### src/sv/fbsm_pkg.sv
`default_nettype none

package fbsm_pkg;

	// Field widths of the event and result words
	localparam int OPC_W      = 2;
	localparam int ID_W       = 8;
	localparam int FRAME_W    = 32;
	localparam int TICK_W     = 24;
	localparam int NCLI_W     = 5;
	localparam int KIND_W     = 2;
	localparam int CFG_IDX_W  = 2;
	localparam int CFG_DATA_W = 24;

	// Register indexes on the config port
	localparam logic [CFG_IDX_W-1:0] REG_NUM_CLIENTS  = 2'd0;
	localparam logic [CFG_IDX_W-1:0] REG_FRAME_PERIOD = 2'd1;

	// Register values after reset
	localparam logic [NCLI_W-1:0] NUM_CLIENTS_RST  = 5'd2;
	localparam logic [TICK_W-1:0] FRAME_PERIOD_RST = 24'd33;

	typedef enum logic [OPC_W-1:0] {
		OP_TICK  = 2'd0,
		OP_START = 2'd1,
		OP_DONE  = 2'd2,
		OP_DISC  = 2'd3
	} op_t;

	typedef enum logic [KIND_W-1:0] {
		KIND_GO         = 2'd0,
		KIND_RESET      = 2'd1,
		KIND_BAD_CLIENT = 2'd2
	} kind_t;

	// Settings seen by the barrier logic
	typedef struct packed {
		logic [ID_W-1:0]   eff_clients;
		logic [TICK_W-1:0] period;
	} cfg_t;

	// One result word, valid marks that the event produced one
	typedef struct packed {
		logic               valid;
		kind_t              kind;
		logic [FRAME_W-1:0] frame;
		logic [ID_W-1:0]    client_id;
	} res_t;

endpackage

`default_nettype wire

### src/sv/fbsm_cfg_regs.sv
`default_nettype none

module fbsm_cfg_regs #(
	parameter int MAX_CLIENTS = 16
) (
	input  wire logic                             clk,
	input  wire logic                             arst_n,
	input  wire logic                             cfg_wr_en,
	input  wire logic [fbsm_pkg::CFG_IDX_W-1:0]  cfg_index,
	input  wire logic [fbsm_pkg::CFG_DATA_W-1:0] cfg_wdata,
	output fbsm_pkg::cfg_t                        cfg
);
	import fbsm_pkg::*;

	logic [NCLI_W-1:0] num_clients_q;
	logic [TICK_W-1:0] period_q;
	logic [ID_W-1:0]   num_ext;

	// Register writes
	always_ff @(posedge clk or negedge arst_n) begin
		if (!arst_n) begin
			num_clients_q <= NUM_CLIENTS_RST;
			period_q      <= FRAME_PERIOD_RST;
		end else if (cfg_wr_en) begin
			if (cfg_index == REG_NUM_CLIENTS) begin
				num_clients_q <= cfg_wdata[NCLI_W-1:0];
			end
			if (cfg_index == REG_FRAME_PERIOD) begin
				period_q <= cfg_wdata[TICK_W-1:0];
			end
		end
	end

	// Clamp the client count to 1..MAX_CLIENTS
	assign num_ext = ID_W'(num_clients_q);

	always_comb begin
		cfg.period = period_q;
		if (num_clients_q == '0) begin
			cfg.eff_clients = ID_W'(1);
		end else if (num_ext > ID_W'(MAX_CLIENTS)) begin
			cfg.eff_clients = ID_W'(MAX_CLIENTS);
		end else begin
			cfg.eff_clients = num_ext;
		end
	end

endmodule

`default_nettype wire

### src/sv/fbsm_barrier.sv
`default_nettype none

module fbsm_barrier #(
	parameter int MAX_CLIENTS = 16
) (
	input  wire logic                          clk,
	input  wire logic                          arst_n,
	input  wire logic                          step_en,
	input  fbsm_pkg::op_t                      op,
	input  wire logic [fbsm_pkg::ID_W-1:0]    client_id,
	input  wire logic [fbsm_pkg::FRAME_W-1:0] frame_number,
	input  fbsm_pkg::cfg_t                     cfg,
	output fbsm_pkg::res_t                     res
);
	import fbsm_pkg::*;

	logic [MAX_CLIENTS-1:0] started_q, started_d;
	logic [MAX_CLIENTS-1:0] ready_q, ready_d;
	logic                   all_conn_q, all_conn_d;
	logic                   pending_q, pending_d;
	logic [FRAME_W-1:0]     frame_q, frame_d;
	logic [TICK_W-1:0]      ticks_q, ticks_d;

	logic [MAX_CLIENTS-1:0] sel;
	logic [MAX_CLIENTS-1:0] mask;
	logic                   id_ok;
	logic                   skip_eval;
	logic [TICK_W-1:0]      ticks_inc;

	// Client decode and the mask of expected clients
	always_comb begin
		for (int i = 0; i < MAX_CLIENTS; i++) begin
			sel[i]  = (client_id == ID_W'(i));
			mask[i] = (ID_W'(i) < cfg.eff_clients);
		end
	end

	assign id_ok     = (client_id < cfg.eff_clients);
	assign ticks_inc = (ticks_q != '1) ? ticks_q + TICK_W'(1) : ticks_q;

	// Apply the event, then evaluate the barrier
	always_comb begin
		started_d  = started_q;
		ready_d    = ready_q;
		all_conn_d = all_conn_q;
		pending_d  = pending_q;
		frame_d    = frame_q;
		ticks_d    = ticks_q;
		skip_eval  = 1'b0;
		res        = '{valid: 1'b0, kind: KIND_GO, frame: '0, client_id: '0};

		unique case (op)
			OP_TICK: begin
				ticks_d = ticks_inc;
				if (pending_q && ticks_inc >= cfg.period) begin
					res.valid = 1'b1;
					res.kind  = KIND_GO;
					res.frame = frame_q;
					ready_d   = '0;
					pending_d = 1'b0;
					ticks_d   = '0;
					frame_d   = frame_q + FRAME_W'(1);
				end
			end
			OP_START: begin
				if (!id_ok) begin
					// start from a client beyond the expected set
					res.valid     = 1'b1;
					res.kind      = KIND_BAD_CLIENT;
					res.client_id = client_id;
					skip_eval     = 1'b1;
				end else begin
					// restart of a started client forces a frame reset once the frame number has left zero
					if (|(started_q & sel) && frame_q != '0) begin
						all_conn_d = 1'b0;
						frame_d    = '0;
						pending_d  = 1'b0;
						res.valid  = 1'b1;
						res.kind   = KIND_RESET;
					end
					started_d = started_q | sel;
				end
			end
			OP_DONE: begin
				if (all_conn_q && id_ok && frame_number == frame_q) begin
					ready_d = ready_q | sel;
				end
			end
			OP_DISC: begin
				if (id_ok && |(started_q & sel)) begin
					started_d = started_q & ~sel;
					if (all_conn_q) begin
						frame_d    = '0;
						pending_d  = 1'b0;
						all_conn_d = 1'b0;
						res.valid  = 1'b1;
						res.kind   = KIND_RESET;
					end
				end
			end
			default: begin
			end
		endcase

		if (!skip_eval) begin
			if (!all_conn_d) begin
				if ((started_d & mask) == mask) begin
					all_conn_d = 1'b1;
					pending_d  = 1'b1;
				end
			end else if ((ready_d & mask) == mask) begin
				pending_d = 1'b1;
			end
		end
	end

	// Barrier state
	always_ff @(posedge clk or negedge arst_n) begin
		if (!arst_n) begin
			started_q  <= '0;
			ready_q    <= '0;
			all_conn_q <= 1'b0;
			pending_q  <= 1'b0;
			frame_q    <= '0;
			ticks_q    <= '0;
		end else if (step_en) begin
			started_q  <= started_d;
			ready_q    <= ready_d;
			all_conn_q <= all_conn_d;
			pending_q  <= pending_d;
			frame_q    <= frame_d;
			ticks_q    <= ticks_d;
		end
	end

endmodule

`default_nettype wire

### src/sv/frame_barrier_sync_master_core.sv
`default_nettype none

// Frame-lock barrier master: takes tick, start, done and disconnect event
// words and returns at most one result word per event (go with frame number,
// reset notice, or out-of-range start error). One event is accepted every
// clock cycle while in_stall is low; each event passes an input register, the
// barrier logic that updates the per-client bits and counters, and a result
// register, which takes the result word once it is free. The barrier state
// update sets that rate. in_stall rises only while a result waits in the
// result register and the next event is held behind it.
// Config writes take effect at once and belong to idle periods.
module frame_barrier_sync_master_core #(
	parameter int MAX_CLIENTS = 16
) (
	input  wire logic                             clk,
	input  wire logic                             arst_n,
	// event channel
	input  wire logic                             in_valid,
	output logic                                  in_stall,
	input  wire logic [fbsm_pkg::OPC_W-1:0]      opcode,
	input  wire logic [fbsm_pkg::ID_W-1:0]       client_id,
	input  wire logic [fbsm_pkg::FRAME_W-1:0]    frame_number,
	// result channel
	output logic                                  out_valid,
	input  wire logic                             out_stall,
	output logic [fbsm_pkg::KIND_W-1:0]          kind,
	output logic [fbsm_pkg::FRAME_W-1:0]         frame,
	output logic [fbsm_pkg::ID_W-1:0]            client_id_res,
	// config write port
	input  wire logic                             cfg_wr_en,
	input  wire logic [fbsm_pkg::CFG_IDX_W-1:0]  cfg_index,
	input  wire logic [fbsm_pkg::CFG_DATA_W-1:0] cfg_wdata
);
	import fbsm_pkg::*;

	logic               valid_s1;
	op_t                op_s1;
	logic [ID_W-1:0]    id_s1;
	logic [FRAME_W-1:0] fn_s1;

	logic               out_valid_q;
	kind_t              kind_q;
	logic [FRAME_W-1:0] frame_q;
	logic [ID_W-1:0]    id_res_q;

	logic               out_free;
	logic               step_en;
	cfg_t               cfg;
	res_t               res;

	fbsm_cfg_regs #(
		.MAX_CLIENTS(MAX_CLIENTS)
	) u_cfg (
		.clk      (clk),
		.arst_n   (arst_n),
		.cfg_wr_en(cfg_wr_en),
		.cfg_index(cfg_index),
		.cfg_wdata(cfg_wdata),
		.cfg      (cfg)
	);

	// Result register can take a word this cycle
	assign out_free = !out_valid_q || !out_stall;
	assign step_en  = valid_s1 && out_free;
	assign in_stall = valid_s1 && !out_free;

	// Input register
	always_ff @(posedge clk or negedge arst_n) begin
		if (!arst_n) begin
			valid_s1 <= 1'b0;
		end else if (!in_stall) begin
			valid_s1 <= in_valid;
		end
	end

	always_ff @(posedge clk) begin
		if (!in_stall && in_valid) begin
			op_s1 <= op_t'(opcode);
			id_s1 <= client_id;
			fn_s1 <= frame_number;
		end
	end

	fbsm_barrier #(
		.MAX_CLIENTS(MAX_CLIENTS)
	) u_barrier (
		.clk         (clk),
		.arst_n      (arst_n),
		.step_en     (step_en),
		.op          (op_s1),
		.client_id   (id_s1),
		.frame_number(fn_s1),
		.cfg         (cfg),
		.res         (res)
	);

	// Result register
	always_ff @(posedge clk or negedge arst_n) begin
		if (!arst_n) begin
			out_valid_q <= 1'b0;
		end else if (step_en) begin
			out_valid_q <= res.valid;
		end else if (!out_stall) begin
			out_valid_q <= 1'b0;
		end
	end

	always_ff @(posedge clk) begin
		if (step_en && res.valid) begin
			kind_q   <= res.kind;
			frame_q  <= res.frame;
			id_res_q <= res.client_id;
		end
	end

	assign out_valid     = out_valid_q;
	assign kind          = kind_q;
	assign frame         = frame_q;
	assign client_id_res = id_res_q;

endmodule

`default_nettype wire

### config.mk
export PLATFORM = sky130hd
export DESIGN_NAME = frame_barrier_sync_master_core
export DESIGN_NICKNAME = d
export VERILOG_FILES = /design/src/sv/fbsm_pkg.sv /design/src/sv/fbsm_cfg_regs.sv /design/src/sv/fbsm_barrier.sv /design/src/sv/frame_barrier_sync_master_core.sv
export SDC_FILE = /design/constraint.sdc
export NUM_CORES = 1
export LEC_CHECK = 0
export BUFFER_PORTS_ARGS = -buffer_cell sky130_fd_sc_hd__buf_2
export CAP_MARGIN = 20
export CORE_ASPECT_RATIO = 1.25
export CORE_MARGIN = 5
export CORE_UTILIZATION = 30
export DETAILED_ROUTE_END_ITERATION = 12
export MAX_ROUTING_LAYER = met4
export PLACE_DENSITY = 0.54
export SYNTH_ARGS = -nofsm -noshare
export SYNTH_HDL_FRONTEND = slang
export SYNTH_SLANG_ARGS = --single-unit
### constraint.sdc
create_clock -name clk -period 7.3 [get_ports clk]
set_input_delay 1.095 -clock clk [delete_from_list [all_inputs] [get_ports clk]]
set_output_delay 1.095 -clock clk [all_outputs]
set_load 0.02 [all_outputs]
==> results.toml, run 1 <==
[floorplanning]
row_count = 77
die-area_sq_um = 40000
die_w_um = 180
start_util_pct = 30.5
ioPinCount = 117
core_area_sq_um = 35600
die_y_um = 222

[clock_tree]
cts_tree = "done"
cts.sinks = 205
post_cts_resized = 0
numCtsBuffers = 24
hold_buffers = 0
htree_levels = 1
post_cts.repair.setup_buffers = 0
cts_root_buf = "clkbuf_16"
clockBufferDepth = 3
clk_pin_slew_worst_paths_ps = 60
clk_latency_ps = 540

[worst_setup_path]
start_kind = "flop"
critPathArrivalTime_ps = 6410
critPathTopFamily = "simple AND/OR/NAND/NOR gates"
path_class = "flop to flop"
worstPathRequired_ps = 7770
cp-end-kind = "flop"
max_stage_delay_ps = 920
critPathBufInv = 0
cp_max_fo = 18
cp_cell_sequence = "nand4_1 > nor4_1 > nand4bb_1 > and4_1 > and4_1 > xnor2_1 > ha_1 > nand4_1 > nor2_1 > o2111ai_1 > o211ai_1 > a31o_2 > o21ai_0 > nor2_1 > nand3b_1 > nand2_1"
slowest_stage = "nor2_1"

[synth]
yosys_register_bits = 205
yosysWarnings = 0
seq_area_frac_synth_pct = 51.3
synth_edf_count = 84
ys_types = 68
ys.flop_type = "dfrtp_1"
syn_avg_cell_area_sq_um = 10.2
synth-async-reset-ratio_pct = 59.0
syn_area_sq_um = 10800
synth_cells = 1057
synth_nets = 1161

[timing]
tightest_slew_ps = 1020
hold_violations = 0
drv_slew = 0
max_freq_ghz = 0.169
finalSetupViolCount = 0
layout_min_cycle_time_ps = 5930
fin_tns_setup_ps = 0
holdWs_ps = 486
slew_headroom_pct = 30.4
fin_worst_skew_ps = 12.5
rsz0062_at_grt = "false"
fin_crit_sh_pct = 81.3

[routing]
wl_mm = 31.6
ant_nets = 0
firstDrtPassIters = 5
drtIter0Drc = 684
via_per_inst = 5.11
drc_errors = 0
wl_per_cell_um = 19.1
vias = 8438

[global_route]
first_global_vias = 8741
grt_max_degree = 67
grt.total_usage_pct = 15.9
antenna_found_initial = 0
grt_pass1_wl_mm = 50.1
overflow = 0

[place]
place_inst = 1608
dp_hpwl_mm = 22.8
dpl_cell_area_sq_um = 11900
numPortBuffers = 116
place.gp.congestion = 0.927

[cells_and_area]
fin_area_sq_um = 12800
drive_gt1_share_pct = 18.4
fin_cells = 1651
syn_to_final_growth_pct = 18.0
diodes = 0
fin_nets = 1264
final_util_pct = 35.9

[power]
power_leakage_nw = 5.45
cellPowerDensity_nw_per_um2 = 236
ir_worst_vdd_mv = 0.134

[status]
status = "completed"

[worst_hold_path]
worstHoldPathType = "flop to flop"

[run]
maxCapViolations = 0
-- sequential cells by signal, summed over array words and instances (netlist names) --
name                  cells
client_id_res             8
fn_s1                    32
frame                    32
id_s1                     8
kind                      2
op_s1                     2
out_valid                 1
u_barrier.all_conn_q      1
u_barrier.frame_q        32
u_barrier.pending_q       1
u_barrier.ready_q        16
u_barrier.started_q      16
u_barrier.ticks_q        24
u_cfg.num_clients_q       5
u_cfg.period_q           24
valid_s1                  1
-- stage by stage --
step | worst slack (ps) | power, mW
4_1_cts | 1320 | 3.06
5_1_grt | 836 | 3.17
6_report | 1370 | 3.02
2_1_floorplan | 118 | 1.61
3_3_place_gp | 1480 | 1.75
3_5_place_dp | 1360 | 1.76
-- worst reg2reg max path, cell delays in order (launching register included) --
cell and delay, ps:
dfrtp_1 470, nand4_1 220, nor4_1 560, nand4bb_1 540, and4_1 510, and4_1 300
xnor2_1 160, ha_1 300, nand4_1 140, nor2_1 140, o2111ai_1 110, o211ai_1 340
a31o_2 490, o21ai_0 450, nor2_1 920, nand3b_1 140, nand2_1 100
-- cells in the mapped netlist (7+ instances only) --
master	instances	share of area, %
a211oi_1	19	1.3
a21oi_1	29	1.3
a22o_1	13	1.1
a31oi_1	18	1.0
and2_1	37	2.1
and3_1	28	1.6
buf_2	7	0.32
clkbuf_1	45	1.6
dfrtp_1	118	27
edfxtp_1	84	23
ha_1	31	3.6
inv_1	50	1.7
mux2_2	33	3.4
nand2_1	62	2.1
nand2b_1	10	0.58
nand3_1	32	1.5
nand4_1	34	2.0
nor2_1	90	3.1
nor2b_1	10	0.58
nor3_1	25	1.2
nor4_1	20	1.2
o21a_1	7	0.49
o21ai_0	78	3.6
o31ai_1	12	0.83
or3_1	9	0.52
xnor2_1	18	1.5
xor2_1	54	4.4
-- path summary, 6_finish.rpt --
path                                        from               endpoint  slack [ps]  cells past startpoint
min in group asynchronous                 arst_n  u_barrier.ticks_q[16]         660                      1
min                        u_barrier.ticks_q[23]  u_barrier.ticks_q[23]         490                      1
max                         u_barrier.ticks_q[6]   u_barrier.frame_q[3]        1370                     16
max reg2reg                 u_barrier.ticks_q[6]   u_barrier.frame_q[3]        1370                     16
max in group asynchronous                 arst_n   u_barrier.ready_q[2]        5250                      2
min reg2reg                u_barrier.ticks_q[23]  u_barrier.ticks_q[23]         490                      1
-- final cells by class --
type	instances	area (sq um)
Tap cell	474	593
Multi-Input combinational cell	748	4900
Sequential cell	205	5550
Clock inverter	9	170
Inverter	51	191
Timing Repair Buffer	130	688
Fill cell	3569	22800
Clock buffer	34	678
-- metal layers --
layer	vias to the layer above	routed length [um]	global-route usage [%]
met2	214	15100	26.0
met3	59	1530	2.47
met4	0	937	5.66
met1	4090	14000	20.1
met5	-	0	-
li1	4075	-	-
-- report_power, final --
| part | total, mW | internal [mW] | leakage, nW | switching, mW |
|---|---|---|---|---|
| combinational | 0.389 | 0.161 | 2.58 | 0.228 |
| sequential | 1.35 | 1.27 | 2.46 | 0.0722 |
| clock | 1.29 | 0.792 | 0.410 | 0.494 |
| total | 3.02 | 2.23 | 5.45 | 0.794 |
-- layout by cell type (no fill, tap or decap), types with 5 or more instances in the layout --
cell type,n
inv_1,50
clkbuf_1,6
edfxtp_1,84
buf_4,15
a211oi_1,18
a31oi_1,17
nand2_1,62
or3_1,9
a21oi_1,29
buf_2,115
o21a_1,7
o21ai_0,78
nor3_1,24
nand2b_1,10
nand4_1,34
nor2b_1,10
o31ai_1,12
clkbuf_16,24
xnor2_1,18
nor4_1,20
dfrtp_1,118
ha_1,31
nor2_1,90
xor2_1,54
nand3b_1,5
nand3_1,32
o211ai_1,5
and2_1,36
a22o_1,13
mux2_2,33
and3_1,28
-- kinds of logic after synthesis --
| family | synth area share (%) |
|---|---|
| AND/OR/NAND/NOR | 18.5 |
| flip-flops | 51.3 |
| adder cells (fa/ha/maj) | 3.58 |
| AO/OA/AOI/OAI | 13.6 |
| buffers and inverters | 3.69 |
| XOR/XNOR | 5.82 |
| multiplexers | 3.52 |
Note: power is estimated with default switching activity, not from simulation.
==> run 2, diff against run 1 <==
--- a/config.mk
+++ b/config.mk
@@ -5,6 +5,7 @@
 export SDC_FILE = /design/constraint.sdc
 export NUM_CORES = 1
 export LEC_CHECK = 0
+export ABC_AREA = 1
 export BUFFER_PORTS_ARGS = -buffer_cell sky130_fd_sc_hd__buf_2
 export CAP_MARGIN = 20
 export CORE_ASPECT_RATIO = 1.25
@@ -12,7 +13,7 @@
 export CORE_UTILIZATION = 30
 export DETAILED_ROUTE_END_ITERATION = 12
 export MAX_ROUTING_LAYER = met4
-export PLACE_DENSITY = 0.54
+export PLACE_DENSITY = 0.52
 export SYNTH_ARGS = -nofsm -noshare
 export SYNTH_HDL_FRONTEND = slang
 export SYNTH_SLANG_ARGS = --single-unit
==> constraint.sdc (replaced) <==
create_clock -name clk -period 5.49 [get_ports clk]
set_input_delay 0.8235 -clock clk [delete_from_list [all_inputs] [get_ports clk]]
set_output_delay 0.8235 -clock clk [all_outputs]
set_load 0.02 [all_outputs]
==> results.toml, run 2 <==
[timing]
rsz0062_at_grt = "false"
fin_crit_sh_pct = 79.4
fin_ws_ps = 1130
max_freq_ghz = 0.230
finalSetupViolCount = 0
slew_headroom_pct = 33.3
layout_min_cycle_time_ps = 4360
tightest_slew_ps = 1000
holdWs_ps = 285
hold_violations = 0
fin_worst_skew_ps = 17.5
fin_tns_setup_ps = 0
drv_slew = 0

[synth]
seq_area_frac_synth_pct = 47.4
ys.flop_type = "dfrtp_1"
synthSimpleGateAreaFrac_pct = 28.6
synth_top_family_by_area = "simple AND/OR/NAND/NOR gates"
synth_edf_count = 84
synth.most_common_cell = "nand2_1"
synth_compound_area_share_pct = 8.46
synthTopCellsByArea = "dfrtp_1 25%, edfxtp_1 22%, nand2_1 12%"
yosys.area.top_type = "dfrtp_1"
synth-async-reset-ratio_pct = 59.0
synthXorXnorAreaFrac_pct = 3.14
synth_nets = 1593
synth_top_area_share_pct = 25.2
ys_types = 44
synth_fa_ha_area_share_pct = 3.31
synth_cells = 1489
synth_common_cells = "363 x nand2_1, 192 x inv_1, 185 x nor2_1"
syn_area_sq_um = 11700
synth_mux_area_share_pct = 0
syn_avg_cell_area_sq_um = 7.87
yosys_register_bits = 205
yosysWarnings = 0

[routing]
wl_mm = 35.6
via_per_inst = 4.87
drc_errors = 0
drtIter0Drc = 756
ant_nets = 0
vias = 10300
firstDrtPassIters = 5
wl_per_cell_um = 16.8

[clock_tree]
post_cts.repair.setup_buffers = 0
clk_pin_slew_worst_paths_ps = 60
post_cts_resized = 0
hold_buffers = 0
cts_root_buf = "clkbuf_16"
numCtsBuffers = 25
htree_levels = 1
cts_tree = "done"
cts.sinks = 205
clockBufferDepth = 3
clk_latency_ps = 550

[place]
place.gp.congestion = 0.927
place_inst = 2072
dpl_cell_area_sq_um = 12800
dp_hpwl_mm = 26.6
dp_slack_ps = 1140
numPortBuffers = 116

[floorplanning]
ioPinCount = 117
start_util_pct = 30.1
core_area_sq_um = 38900
die_w_um = 187
row_count = 81
die-area_sq_um = 43100
die_y_um = 231

[worst_setup_path]
cp_max_fo = 18
slowest_stage = "dfrtp_1"
cp_common_cell = "nand2_1"
critPathTopFamily = "simple AND/OR/NAND/NOR gates"
crit_cells = 31
max_stage_delay_ps = 360
r2r-end = "u_barrier.frame_q[6]"
critPathBufInv = 4
r2r_slack_ps = 1130
critPathArrivalTime_ps = 4780
worstPathRequired_ps = 5910
start_kind = "flop"
path_class = "flop to flop"
r2r.worst_path.cells = 31
reg2reg_from = "u_barrier.ticks_q[1]"
cp-end-kind = "flop"

[power]
cellPowerDensity_nw_per_um2 = 342
power_leakage_nw = 6.30
ir_worst_vdd_mv = 0.183

[global_route]
grt.total_usage_pct = 16.7
grt_max_degree = 49
overflow = 0
antenna_found_initial = 0
first_global_vias = 10200
grt_pass1_wl_mm = 56.7

[cells_and_area]
fin_cells = 2118
final_cell_mix = "363 x nand2_1, 190 x inv_1, 184 x nor2_1"
fin_nets = 1705
fill_cells = 4139
diodes = 0
layout_commonest_cell = "nand2_1"
drive_gt1_share_pct = 14.9
syn_to_final_growth_pct = 16.5
fin_area_sq_um = 13600

[status]
status = "completed"

[run]
maxCapViolations = 0

[worst_hold_path]
worstHoldPathType = "input pin to async pin"
run 2: cell types whose count changed in the layout (fill, tap and decap cells not counted), moves of 24 or more:
cell     change
mux2_2      -33
nor2_1      +94
and2_1      -36
inv_1      +140
and3_1      -28
nand2_1    +301
inv_2       +31
nand4_1     +24
nand3_1     +42
run 2: power breakdown:
group | total [mW] | internal [mW] | switching [mW] | leakage (nW)
Sequential | 1.93 | 1.79 | 0.143 | 2.31
Clock | 1.70 | 0.986 | 0.719 | 0.402
Combinational | 1.03 | 0.329 | 0.702 | 3.59
Total | 4.67 | 3.10 | 1.56 | 6.30
run 2: worst max-delay path by stage:
stage,from,endpoint,slack [ps]
finish,u_barrier.ticks_q[1],u_barrier.frame_q[6],1130
global route,u_barrier.ticks_q[1],u_barrier.frame_q[6],450
global placement,u_barrier.ticks_q[1],u_barrier.pending_q,1250
CTS,u_barrier.ticks_q[1],u_barrier.frame_q[6],1090
floorplan,u_barrier.ticks_q[1],client_id_res[0],1130
detailed placement,u_barrier.ticks_q[1],u_barrier.frame_q[28],1140
run 2: kinds of logic (layout without fill, tap and decap cells):
logic type      Yosys count  in the layout
xor+xnor                 42             42
flops                   205            205
fa+ha+maj                31             31
simple gates            765            765
compound gates          179            179
buf+inv                 267            398
run 2: layer usage:
metal | global-route usage (%) | wire length, um
met4 | 5.20 | 953
met3 | 2.42 | 1470
met5 | - | 0
met2 | 30.4 | 18600
met1 | 18.9 | 14600
run 2: layout make-up:
cell class                      instances  area [sq um]  share of cell area (%)
Inverter                              222           836                    6.12
Tap cell                              498           623                    4.57
Timing Repair Buffer                  130           701                    5.13
Clock buffer                           26           629                    4.61
Sequential cell                       205          5550                    40.7
Clock inverter                         20           204                    1.49
Multi-Input combinational cell       1017          5100                    37.4
run 2: metrics by stage:
| stage | utilization, % | power, mW |
|---|---|---|
| after detailed placement | 32.9 | 3.00 |
| final | 35.1 | 4.67 |
| after CTS | 35.1 | 4.73 |
| after global routing | 35.1 | 4.94 |
| after global placement | 32.9 | 2.99 |
| after floorplan | - | 2.63 |
run 2: worst register-to-register path: cells and delay by family, from the launching register on:
family	cells	cell delay, ps
buffers and inverters	4	490
AND/OR/NAND/NOR	23	2680
flip-flops	1	360
XOR/XNOR	1	200
AO/OA/AOI/OAI	1	80
adder cells (fa/ha/maj)	2	430
